<file path="src/rtl/core/mic_pkg.sv">
`timescale 1ns / 1ps

package mic_pkg;

    localparam int KIND_W  = 2;
    localparam int VALUE_W = 10;
    localparam int TDATA_W = 16;

    localparam logic [KIND_W-1:0] KIND_LOAD  = 2'd0;
    localparam logic [KIND_W-1:0] KIND_PROBE = 2'd1;
    localparam logic [KIND_W-1:0] KIND_CLEAR = 2'd2;

    typedef struct packed {
        logic capture;
        logic rd_en;
        logic wr_en;
        logic sweep;
        logic emit;
    } mic_cmd_t;

    typedef struct packed {
        logic [KIND_W-1:0] kind;
        logic              sweep_last;
        logic              out_busy;
    } mic_sts_t;

endpackage

</file>
<file path="src/rtl/core/mic_ctrl.sv">
`timescale 1ns / 1ps

module mic_ctrl (
    input  logic                       aclk,
    input  logic                       aresetn,
    input  logic                       s_tvalid,
    output logic                       s_tready,
    input  logic [mic_pkg::KIND_W-1:0] in_kind,
    input  mic_pkg::mic_sts_t          sts,
    output mic_pkg::mic_cmd_t          cmd
);
    import mic_pkg::*;

    typedef enum logic [1:0] {
        ST_CLEAR,
        ST_IDLE,
        ST_EXEC
    } state_t;

    state_t state_reg;
    state_t state_next;
    logic   s_tready_reg;
    logic   accept;

    assign accept = s_tvalid && s_tready_reg;

    always_comb begin
        cmd        = '0;
        state_next = state_reg;
        unique case (state_reg)
            ST_CLEAR: begin
                cmd.wr_en = 1'b1;
                cmd.sweep = 1'b1;
                if (sts.sweep_last) begin
                    state_next = ST_IDLE;
                end
            end
            ST_IDLE: begin
                if (accept) begin
                    cmd.capture = 1'b1;
                    unique case (in_kind) inside
                        KIND_LOAD, KIND_PROBE: begin
                            cmd.rd_en  = 1'b1;
                            state_next = ST_EXEC;
                        end
                        KIND_CLEAR: begin
                            state_next = ST_CLEAR;
                        end
                        default: begin
                            state_next = ST_IDLE;
                        end
                    endcase
                end
            end
            ST_EXEC: begin
                if (!(sts.kind == KIND_PROBE && sts.out_busy)) begin
                    cmd.wr_en  = 1'b1;
                    cmd.emit   = (sts.kind == KIND_PROBE);
                    state_next = ST_IDLE;
                end
            end
            default: begin
                state_next = ST_CLEAR;
            end
        endcase
    end

    always_ff @(posedge aclk) begin
        if (!aresetn) begin
            state_reg    <= ST_CLEAR;
            s_tready_reg <= 1'b0;
        end else begin
            state_reg    <= state_next;
            s_tready_reg <= (state_next == ST_IDLE);
        end
    end

    assign s_tready = s_tready_reg;

endmodule

</file>
<file path="config.mk">
export PLATFORM = sky130hd
export DESIGN_NAME = mic_ctrl
export DESIGN_NICKNAME = d
export VERILOG_FILES = /design/src/rtl/core/mic_pkg.sv /design/src/rtl/core/mic_ctrl.sv
export SDC_FILE = /design/constraint.sdc
export NUM_CORES = 1
export LEC_CHECK = 0
export ABC_AREA = 1
export BUFFER_PORTS_ARGS = -buffer_cell sky130_fd_sc_hd__buf_2
export CAP_MARGIN = 20
export CORE_AREA = 2 2 39 41
export DETAILED_ROUTE_END_ITERATION = 10
export DIE_AREA = 0 0 41 43
export PLACE_DENSITY = 0.39
export SLEW_MARGIN = 25
export SYNTH_ARGS = -nofsm -noshare
export SYNTH_HDL_FRONTEND = slang
export SYNTH_SLANG_ARGS = --single-unit
</file>
<file path="constraint.sdc">
create_clock -name aclk -period 1.71 [get_ports aclk]
set_input_delay 0 -clock aclk [delete_from_list [all_inputs] [get_ports aclk]]
set_output_delay 0 -clock aclk [all_outputs]
set_load 0.02 [all_outputs]
</file>
* Yosys cells after proc, flatten, opt, wreduce, memory -nomap -nowiden
Index checks and enable logic that the tools add are counted.
** Word-level totals
- Register bits after elaboration :: 3
- Input port bits :: 9
- Output and inout port bits :: 6
- Logic and storage cells :: 26
** Cells by class
- Equal/unequal tests :: 6
- Muxes and demuxes :: 13
- Reductions and logical operators :: 5
** Operator list (number)
- 2-bit 2-to-1 mux :: 5
- 2-bit by 1-bit equality test with 1-bit output (second input constant) :: 4
- 2-bit case mux with 3 select lines :: 1
- 1-bit 2-to-1 mux :: 5
- 2-bit equality test (second input constant) :: 2
- 2-bit logical NOT :: 2
- 2-bit case mux with 2 select lines :: 1
- 1-bit logical AND :: 2
- 1-bit case mux with 2 select lines :: 1
- 2-bit OR reduction :: 1

* Longest topological paths before layout
Gate-level depths: netlist of run 1.
- Word-level depth :: 6
- Gate-level depth with buffers :: 4

* Worst setup path before layout of run 1
No wires, ideal clock.
- Path kind :: reg-to-output
- From :: register s_tready_reg (netlist: s_tready)
- To :: output cmd[4] (netlist name)
- Data arrival time :: 1000 ps
- Required time :: 1710 ps
- Path slack :: 710 ps
- Stages on the path, launching flop included :: 3
- Path buffers :: 0
- Cells stage by stage :: dfxtp_1 > nand2_1 > nor3_1
** RTL lines
- start, declared :: line mic_ctrl.sv:22 : logic s_tready_reg;
- start signal, assigned :: line mic_ctrl.sv:74 : s_tready_reg <= (state_next == ST_IDLE);
- end, declared :: line mic_ctrl.sv:10 : output mic_pkg::mic_cmd_t cmd

==> flow_summary.ini, run 1 <==
[global_routing]
antenna_found_initial = 0
grt_first_pass_wirelength_um = 807
grt_max_degree = 8
grt_overflow = 0
grt_pass1_vias = 225
grt_use_total_pct = 7.43

[clock_network]
clk_latency_ps = 230
post-cts-setup-buffers = 0
tritoncts = done
cts_resized = 0
clock-sinks = 3
cts-root-buf = clkbuf_4
path_clk_slew_ps = 30
clockBufferDepth = 2
cts_buffers = 3
cts.htree.levels = 1
cts_hold_buffers = 0

[routing]
drt_iter0_markers = 4
ant_nets = 0
firstDrtPassIters = 2
route.met2.wl_um = 267
wl_per_cell_um = 7.72
wirelength_um = 471
num_vias = 226
met3WireLength_um = 30
wirelength_met1_um = 174
dr.max_layer_used = met3
vias_per_cell = 3.70
drc_errors = 0

[sta]
slew_violations = 0
setup_viol = 0
finClkSkew_ps = 2.35
worst_pin_slew_ps = 223
fmax_mhz = 852
finalHoldViolCount = 0
finalCritPeriodShare_pct = 68.6
relSlewSlack_pct = 85.1
rsz0062_at_grt = false
min_period_ps = 1170
tns_ps = 0

[floorplanning]
initial_core_util_pct = 11.8
io_pins = 15
core_sq_um = 1380
die_height_um = 43
dieArea_sq_um = 1760
rows = 14
die_w_um = 41

[final_layout]
diodes = 0
largest_reg_flops = 2
area_delta_synth_final_pct = 71.0
fin_nets = 55
fillers = 168
final_layout_size_suffix_gt1_share_pct = 40.0
layout.cells.non_filler = 61
multi_input_area_sq_um = 92.6
seq_area_sq_um = 60.1

[critical_path]
cp-end-kind = primary output
cp_max_fo = 7
r2r-start = state_reg[1]
worstSetupPathType = flip-flop to primary output
start_kind = flip-flop
arrival_ps = 1170
worstPathRequired_ps = 1710
crit_start = state_reg[1]
rr_worst_depth = 3

[synth]
yosys_warnings = 0
synth_cell_types = 10
netlist_instances = 27
ys_seq_elements = 3
syn_nets = 36
syn_area_sq_um = 164
ys_seq_area_share_pct = 36.6
syn_area_per_cell_sq_um = 6.07

[run_status]
status = finished, final reports clean

[placed_design]
dpl.cell_count = 57
gp_congestion = 0.584
port_buffers = 14

[pwr]
power_density_nw_per_um2 = 886
ir_drop_mv = 0.226
power.static_leakage_nw = 0.151

[min_path]
holdCritPathClass = input port to flip-flop
holdPathStages = 3
hold_start = aresetn

[job]
maxCapViolations = 0
-- cell usage in the layout, fill, tap and decap left out --
cell type  count
a21oi_1        3
nor3_1         2
clkbuf_1       1
nand2_1        7
nand4_1        1
clkbuf_4       3
nand3_1        2
and2_1         1
dfxtp_1        3
buf_2         14
inv_1          2
inv_2          1
nor2_1         5
-- where the power goes --
part	leakage [nW]	switching, mW	internal, mW	total, mW
logic	0.111	0.0260	0.0185	0.0445
clock network	0.0150	0.0364	0.0874	0.124
registers	0.0247	0.00482	0.0751	0.0799
total	0.151	0.0672	0.181	0.248
-- cell families (layout without fill, tap and decap cells) --
family	Yosys count	after routing	share of synthesized area [%]
and+or+nand+nor	18	18	47.3
DFF	3	3	36.6
buffers and inverters	3	21	6.87
AOI/OAI and AO/OA	3	3	9.16
-- per-stage QoR --
stage	hold WS [ps]	utilization (%)	instance area, sq um	power [mW]	worst slack [ps]
5_1_grt	91.4	20.3	280	0.268	450
6_report	60.3	20.3	280	0.248	536
2_1_floorplan	83.1	-	164	0.106	710
4_1_cts	52.0	20.3	280	0.256	532
3_3_place_gp	279	18.4	254	0.126	770
3_5_place_dp	279	18.4	254	0.126	784
-- Yosys cell counts --
library cell  n  area share, %
inv_2         1            2.3
and2_1        1            3.8
nor2_1        5             11
nand4_1       1            3.8
a21oi_1       3            9.2
nand2_1       7             16
nor3_1        2            6.1
nand3_1       2            6.1
dfxtp_1       3             37
inv_1         2            4.6
-- critical path, cell delays in order, from the launching register on --
cell     delay, ps
dfxtp_1        430
nand4_1        180
and2_1         180
buf_2          150
-- worst paths after layout --
| kind | end | slack, ps |
|---|---|---|
| setup / recovery | cmd[2] | 540 |
| hold / removal | s_tready | 60 |
| setup reg to reg | state_reg[0] | 800 |
| hold reg to reg | s_tready | 610 |
-- cell type report --
class / count / area share [%]
multi-input combinational: 21 / 33.0
timing repair buffer: 14 / 25.0
tap: 16 / 7.14
sequential: 3 / 21.4
clock buffer: 4 / 9.37
inverter: 3 / 4.02
-- metal layers --
| layer | GRT usage (%) | vias up |
|---|---|---|
| li1 | - | 123 |
| met1 | 6.43 | 97 |
| met2 | 10.3 | 6 |
| met3 | 6.28 | 0 |
| met4 | 6.00 | 0 |
| met5 | 0 | - |
Power figures use the tool's default switching activity.
==> run 2: changes to the inputs <==
--- a/config.mk
+++ b/config.mk
@@ -11,7 +11,7 @@
 export CORE_AREA = 2 2 39 41
 export DETAILED_ROUTE_END_ITERATION = 10
 export DIE_AREA = 0 0 41 43
-export PLACE_DENSITY = 0.39
+export PLACE_DENSITY = 0.4
 export SLEW_MARGIN = 25
 export SYNTH_ARGS = -nofsm -noshare
 export SYNTH_HDL_FRONTEND = slang
==> constraint.sdc (replaced) <==
create_clock -name aclk -period 1 [get_ports aclk]
set_input_delay 0 -clock aclk [delete_from_list [all_inputs] [get_ports aclk]]
set_output_delay 0 -clock aclk [all_outputs]
set_load 0.02 [all_outputs]
==> flow_summary.ini, run 2 (synthesized netlist as in run 1, its figures left out) <==
[run_status]
status = finished, violations left
violations = setup timing

[critical_path]
worstSetupPathType = flip-flop to primary output
arrival_ps = 1000
cp-end-kind = primary output
cp_max_fo = 7
start_kind = flip-flop
worstPathRequired_ps = 1000

[routing]
num_vias = 231
wirelength_um = 481
drt_iter0_markers = 1
drc_errors = 0
wl_per_cell_um = 7.63
ant_nets = 0
vias_per_cell = 3.67
firstDrtPassIters = 2

[sta]
relSlewSlack_pct = 90.1
min_period_ps = 1000
rsz0062_at_grt = true
timing.final.ws_setup_ps = -3.04
setup_viol = 1
hold_ws_ps = 46.2
finalHoldViolCount = 0
worst_pin_slew_ps = 147
fmax_mhz = 997
finalCritPeriodShare_pct = 100
slew_violations = 0
finClkSkew_ps = 1.57

[floorplanning]
dieArea_sq_um = 1760
rows = 14
core_sq_um = 1380
die_w_um = 41
io_pins = 15
initial_core_util_pct = 11.8
die_height_um = 43

[clock_network]
cts_buffers = 3
cts-root-buf = clkbuf_4
cts.htree.levels = 1
clk_latency_ps = 230
path_clk_slew_ps = 40
tritoncts = done
clockBufferDepth = 2
cts_hold_buffers = 0
clock-sinks = 3

[global_routing]
antenna_found_initial = 0
grt_pass1_vias = 229
grt_first_pass_wirelength_um = 765
grt_max_degree = 8
grt_use_total_pct = 7.02
grt_overflow = 0

[final_layout]
final_layout_size_suffix_gt1_share_pct = 51.1
layout_commonest_cell = buf_2
largest_reg_flops = 2
final_cell_mix = buf_2 (12), nand2_1 (7), nor2_1 (4)
area_delta_synth_final_pct = 92.4
diodes = 0
fin_nets = 57

[job]
maxCapViolations = 0

[pwr]
power.static_leakage_nw = 0.164
power_mw = 0.433
power_density_nw_per_um2 = 1370
ir_drop_mv = 0.375

[placed_design]
gp_congestion = 0.623
port_buffers = 14
dpl.hpwl_um = 391
pre_cts_slack_ps = 79.5

[min_path]
holdCritPathClass = input port to flip-flop
-- run 2: cell types whose count changed in the layout (fill, tap and decap cells not counted), sizes merged --
cell	previous run	this run
buf	14	16
-- run 2: metrics by stage --
step           area (sq um)  utilization (%)  cells  setup TNS (ps)
6_report                315             22.8     63           -3.04
3_3_place_gp            254             18.4     57               0
4_1_cts                 298             21.5     62           -40.5
2_1_floorplan           164                -     27               0
3_5_place_dp            254             18.4     57               0
5_1_grt                 315             22.8     63            -192
-- run 2: layer usage --
layer  track usage (%)  routed length [um]  up-vias
li1                  -                   -      127
met1              6.73                 163      100
met2              9.69                 282        4
met3              3.14                  36        0
met4              8.00                   0        0
met5                 0                   0        -
-- run 2: worst max-delay path, cell delays in order (launching register included) --
cell,delay (ps)
dfxtp_4,370
nand3_1,80
nor3_1,130
buf_2,190
-- run 2: report_power, final --
group | internal, mW | switching (mW)
logic | 0.0376 | 0.0459
registers | 0.127 | 0.00832
clock network | 0.150 | 0.0644
-- run 2: layout make-up --
type,count,area [sq um]
Clock buffer,4,26.3
Fill cell,175,1070
Inverter,3,11.3
Multi-Input combinational cell,21,95.1
Sequential cell,3,68.8
Tap cell,16,20.0
Timing Repair Buffer,16,93.8
-- run 2: final timing paths --
check | startpoint | to | slack [ps] | depth (start not counted)
max | state_reg[1] | cmd[0] | -3 | 3
min | aresetn | s_tready | 50 | 3
max reg2reg | state_reg[0] | state_reg[1] | 110 | 5
min reg2reg | state_reg[0] | s_tready | 580 | 3
-- run 2: timing repair --
action | CTS | global route
pin swaps | 1 | 1
setup endpoints to repair | 4 | 4
setup buffers | 1 | 1
gates resized for setup | 5 | 4
==> run 3: changes to the inputs <==
--- a/config.mk
+++ b/config.mk
@@ -12,6 +12,7 @@
 export DETAILED_ROUTE_END_ITERATION = 10
 export DIE_AREA = 0 0 41 43
 export PLACE_DENSITY = 0.4
+export SKIP_LAST_GASP = 1
 export SLEW_MARGIN = 25
 export SYNTH_ARGS = -nofsm -noshare
 export SYNTH_HDL_FRONTEND = slang
==> constraint.sdc (replaced) <==
create_clock -name aclk -period 0.85 [get_ports aclk]
set_input_delay 0 -clock aclk [delete_from_list [all_inputs] [get_ports aclk]]
set_output_delay 0 -clock aclk [all_outputs]
set_load 0.02 [all_outputs]
==> flow_summary.ini, run 3 (synthesized netlist as in run 1, its figures left out) <==
[sta]
slew_violations = 0
finalHoldViolCount = 0
fmax_mhz = 1010
relSlewSlack_pct = 91.8
worst_pin_slew_ps = 122
finClkSkew_ps = 1.27
setup_viol = 7
rsz0062_at_grt = true
timing.final.ws_setup_ps = -136
finalCritPeriodShare_pct = 116
min_period_ps = 986

[floorplanning]
core_sq_um = 1380
dieArea_sq_um = 1760
die_height_um = 43
io_pins = 15
die_w_um = 41
initial_core_util_pct = 11.8
rows = 14

[routing]
drc_errors = 0
firstDrtPassIters = 1
wirelength_met1_um = 158
drt_iter0_markers = 0
route.met2.wl_um = 357
dr.max_layer_used = met3
ant_nets = 0
vias_per_cell = 3.91
wirelength_um = 534
num_vias = 262
wl_per_cell_um = 7.97
met3WireLength_um = 18

[job]
maxCapViolations = 0

[critical_path]
arrival_ps = 990
rr_worst_depth = 4
worstSetupPathType = flip-flop to primary output
crit_start = state_reg[1]
max_stage_delay_ps = 380
reg2reg_to = state_reg[0]
r2r_slack_ps = -50
worstPathRequired_ps = 850
worstPathCellList = nand4_1 -> and2_1 -> buf_6
cp_max_fo = 5
r2r-start = state_reg[1]
crit_slowest_cell = dfxtp_4
start_kind = flip-flop
cp-end-kind = primary output

[placed_design]
port_buffers = 14
place_area_sq_um = 279
gp_congestion = 0.649
dpl.hpwl_um = 397

[clock_network]
tritoncts = done
cts-root-buf = clkbuf_4
cts_hold_buffers = 0
clockBufferDepth = 2
clock-sinks = 3
clk_latency_ps = 230
path_clk_slew_ps = 30
cts.htree.levels = 1
cts_buffers = 3

[final_layout]
fin_nets = 61
layout_commonest_cell = buf_2
multi_input_area_sq_um = 143
fillers = 157
final_area_sq_um = 413
area_delta_synth_final_pct = 152
final_cell_mix = buf_2 (9), buf_4 (6), buf_6 (5)
largest_reg_flops = 2
diodes = 0
seq_area_sq_um = 66.3
final_util_pct = 29.8
final_layout_size_suffix_gt1_share_pct = 76.5

[min_path]
holdPathStages = 3
min_to = state_reg[1]
holdCritPathClass = input port to flip-flop
hold_start = aresetn

[global_routing]
grt_overflow = 0
grt_first_pass_wirelength_um = 897
grt_max_degree = 6
grt_use_total_pct = 8.32
antenna_found_initial = 0
grt_pass1_vias = 258

[pwr]
clkPwrFrac_pct = 44.5
power_switching_mw = 0.155
combPwrFrac_pct = 27.0
power_density_nw_per_um2 = 1340
internal_power_mw = 0.399
power_mw = 0.554
power.static_leakage_nw = 0.193
ir_drop_mv = 0.424
switching_share_pct = 27.9
seq_power_share_pct = 28.4

[run_status]
violations = setup timing
status = finished, violations left
-- run 3: cell types whose count changed in the layout (fill, tap and decap cells not counted), sizes merged --
cell / delta
buf: +4
-- run 3: metrics by stage --
stage          hold slack [ps]  setup WS, ps  cells  setup TNS, ps
5_1_grt                   44.2          -180     67          -1030
4_1_cts                   43.8          -142     67           -688
3_5_place_dp               286         -26.8     59          -41.7
2_1_floorplan             51.0         -13.3     27          -13.3
6_report                  37.9          -136     67           -610
3_3_place_gp               283         -12.9     59          -27.2
-- run 3: layout make-up --
type	instances	share of cell area, %
clock buffer	4	6.36
inverter	3	2.73
multi-input combinational	21	34.5
sequential	3	16.1
tap	16	4.85
timing repair buffer	20	35.5
-- run 3: timing repair --
item,4_1_cts,5_1_grt
resized for setup,15,11
setup buffers,4,0
setup endpoints to repair,7,8
pin swaps,7,3
hold endpoints to repair,0,0
-- run 3: worst max-delay path: cells and delay by family (launching register included) --
| family | cells | cell delay (ps) |
|---|---|---|
| buf+inv | 1 | 130 |
| flops | 1 | 380 |
| simple gates | 2 | 250 |
-- run 3: power by group through the flow --
stage	Combinational [mW]	Sequential [mW]	Clock (mW)
2_1_floorplan	0.0475	0.168	0
3_3_place_gp	0.106	0.159	0
3_5_place_dp	0.104	0.160	0
4_1_cts	0.130	0.156	0.264
5_1_grt	0.165	0.158	0.277
6_report	0.150	0.157	0.247
-- run 3: metal layers --
| metal | GRT usage [%] | vias to the layer above |
|---|---|---|
| met5 | 0 | - |
| met4 | 10.0 | 0 |
| met3 | 3.14 | 0 |
| met2 | 13.8 | 3 |
| met1 | 5.75 | 123 |
| li1 | - | 136 |
-- run 3: worst max-delay path by stage --
stage | endpoint | slack (ps)
2_1_floorplan | state_reg[1] | -10
3_3_place_gp | cmd[2] | -10
3_5_place_dp | cmd[2] | -30
4_1_cts | cmd[0] | -140
5_1_grt | cmd[2] | -180
6_report | cmd[2] | -140
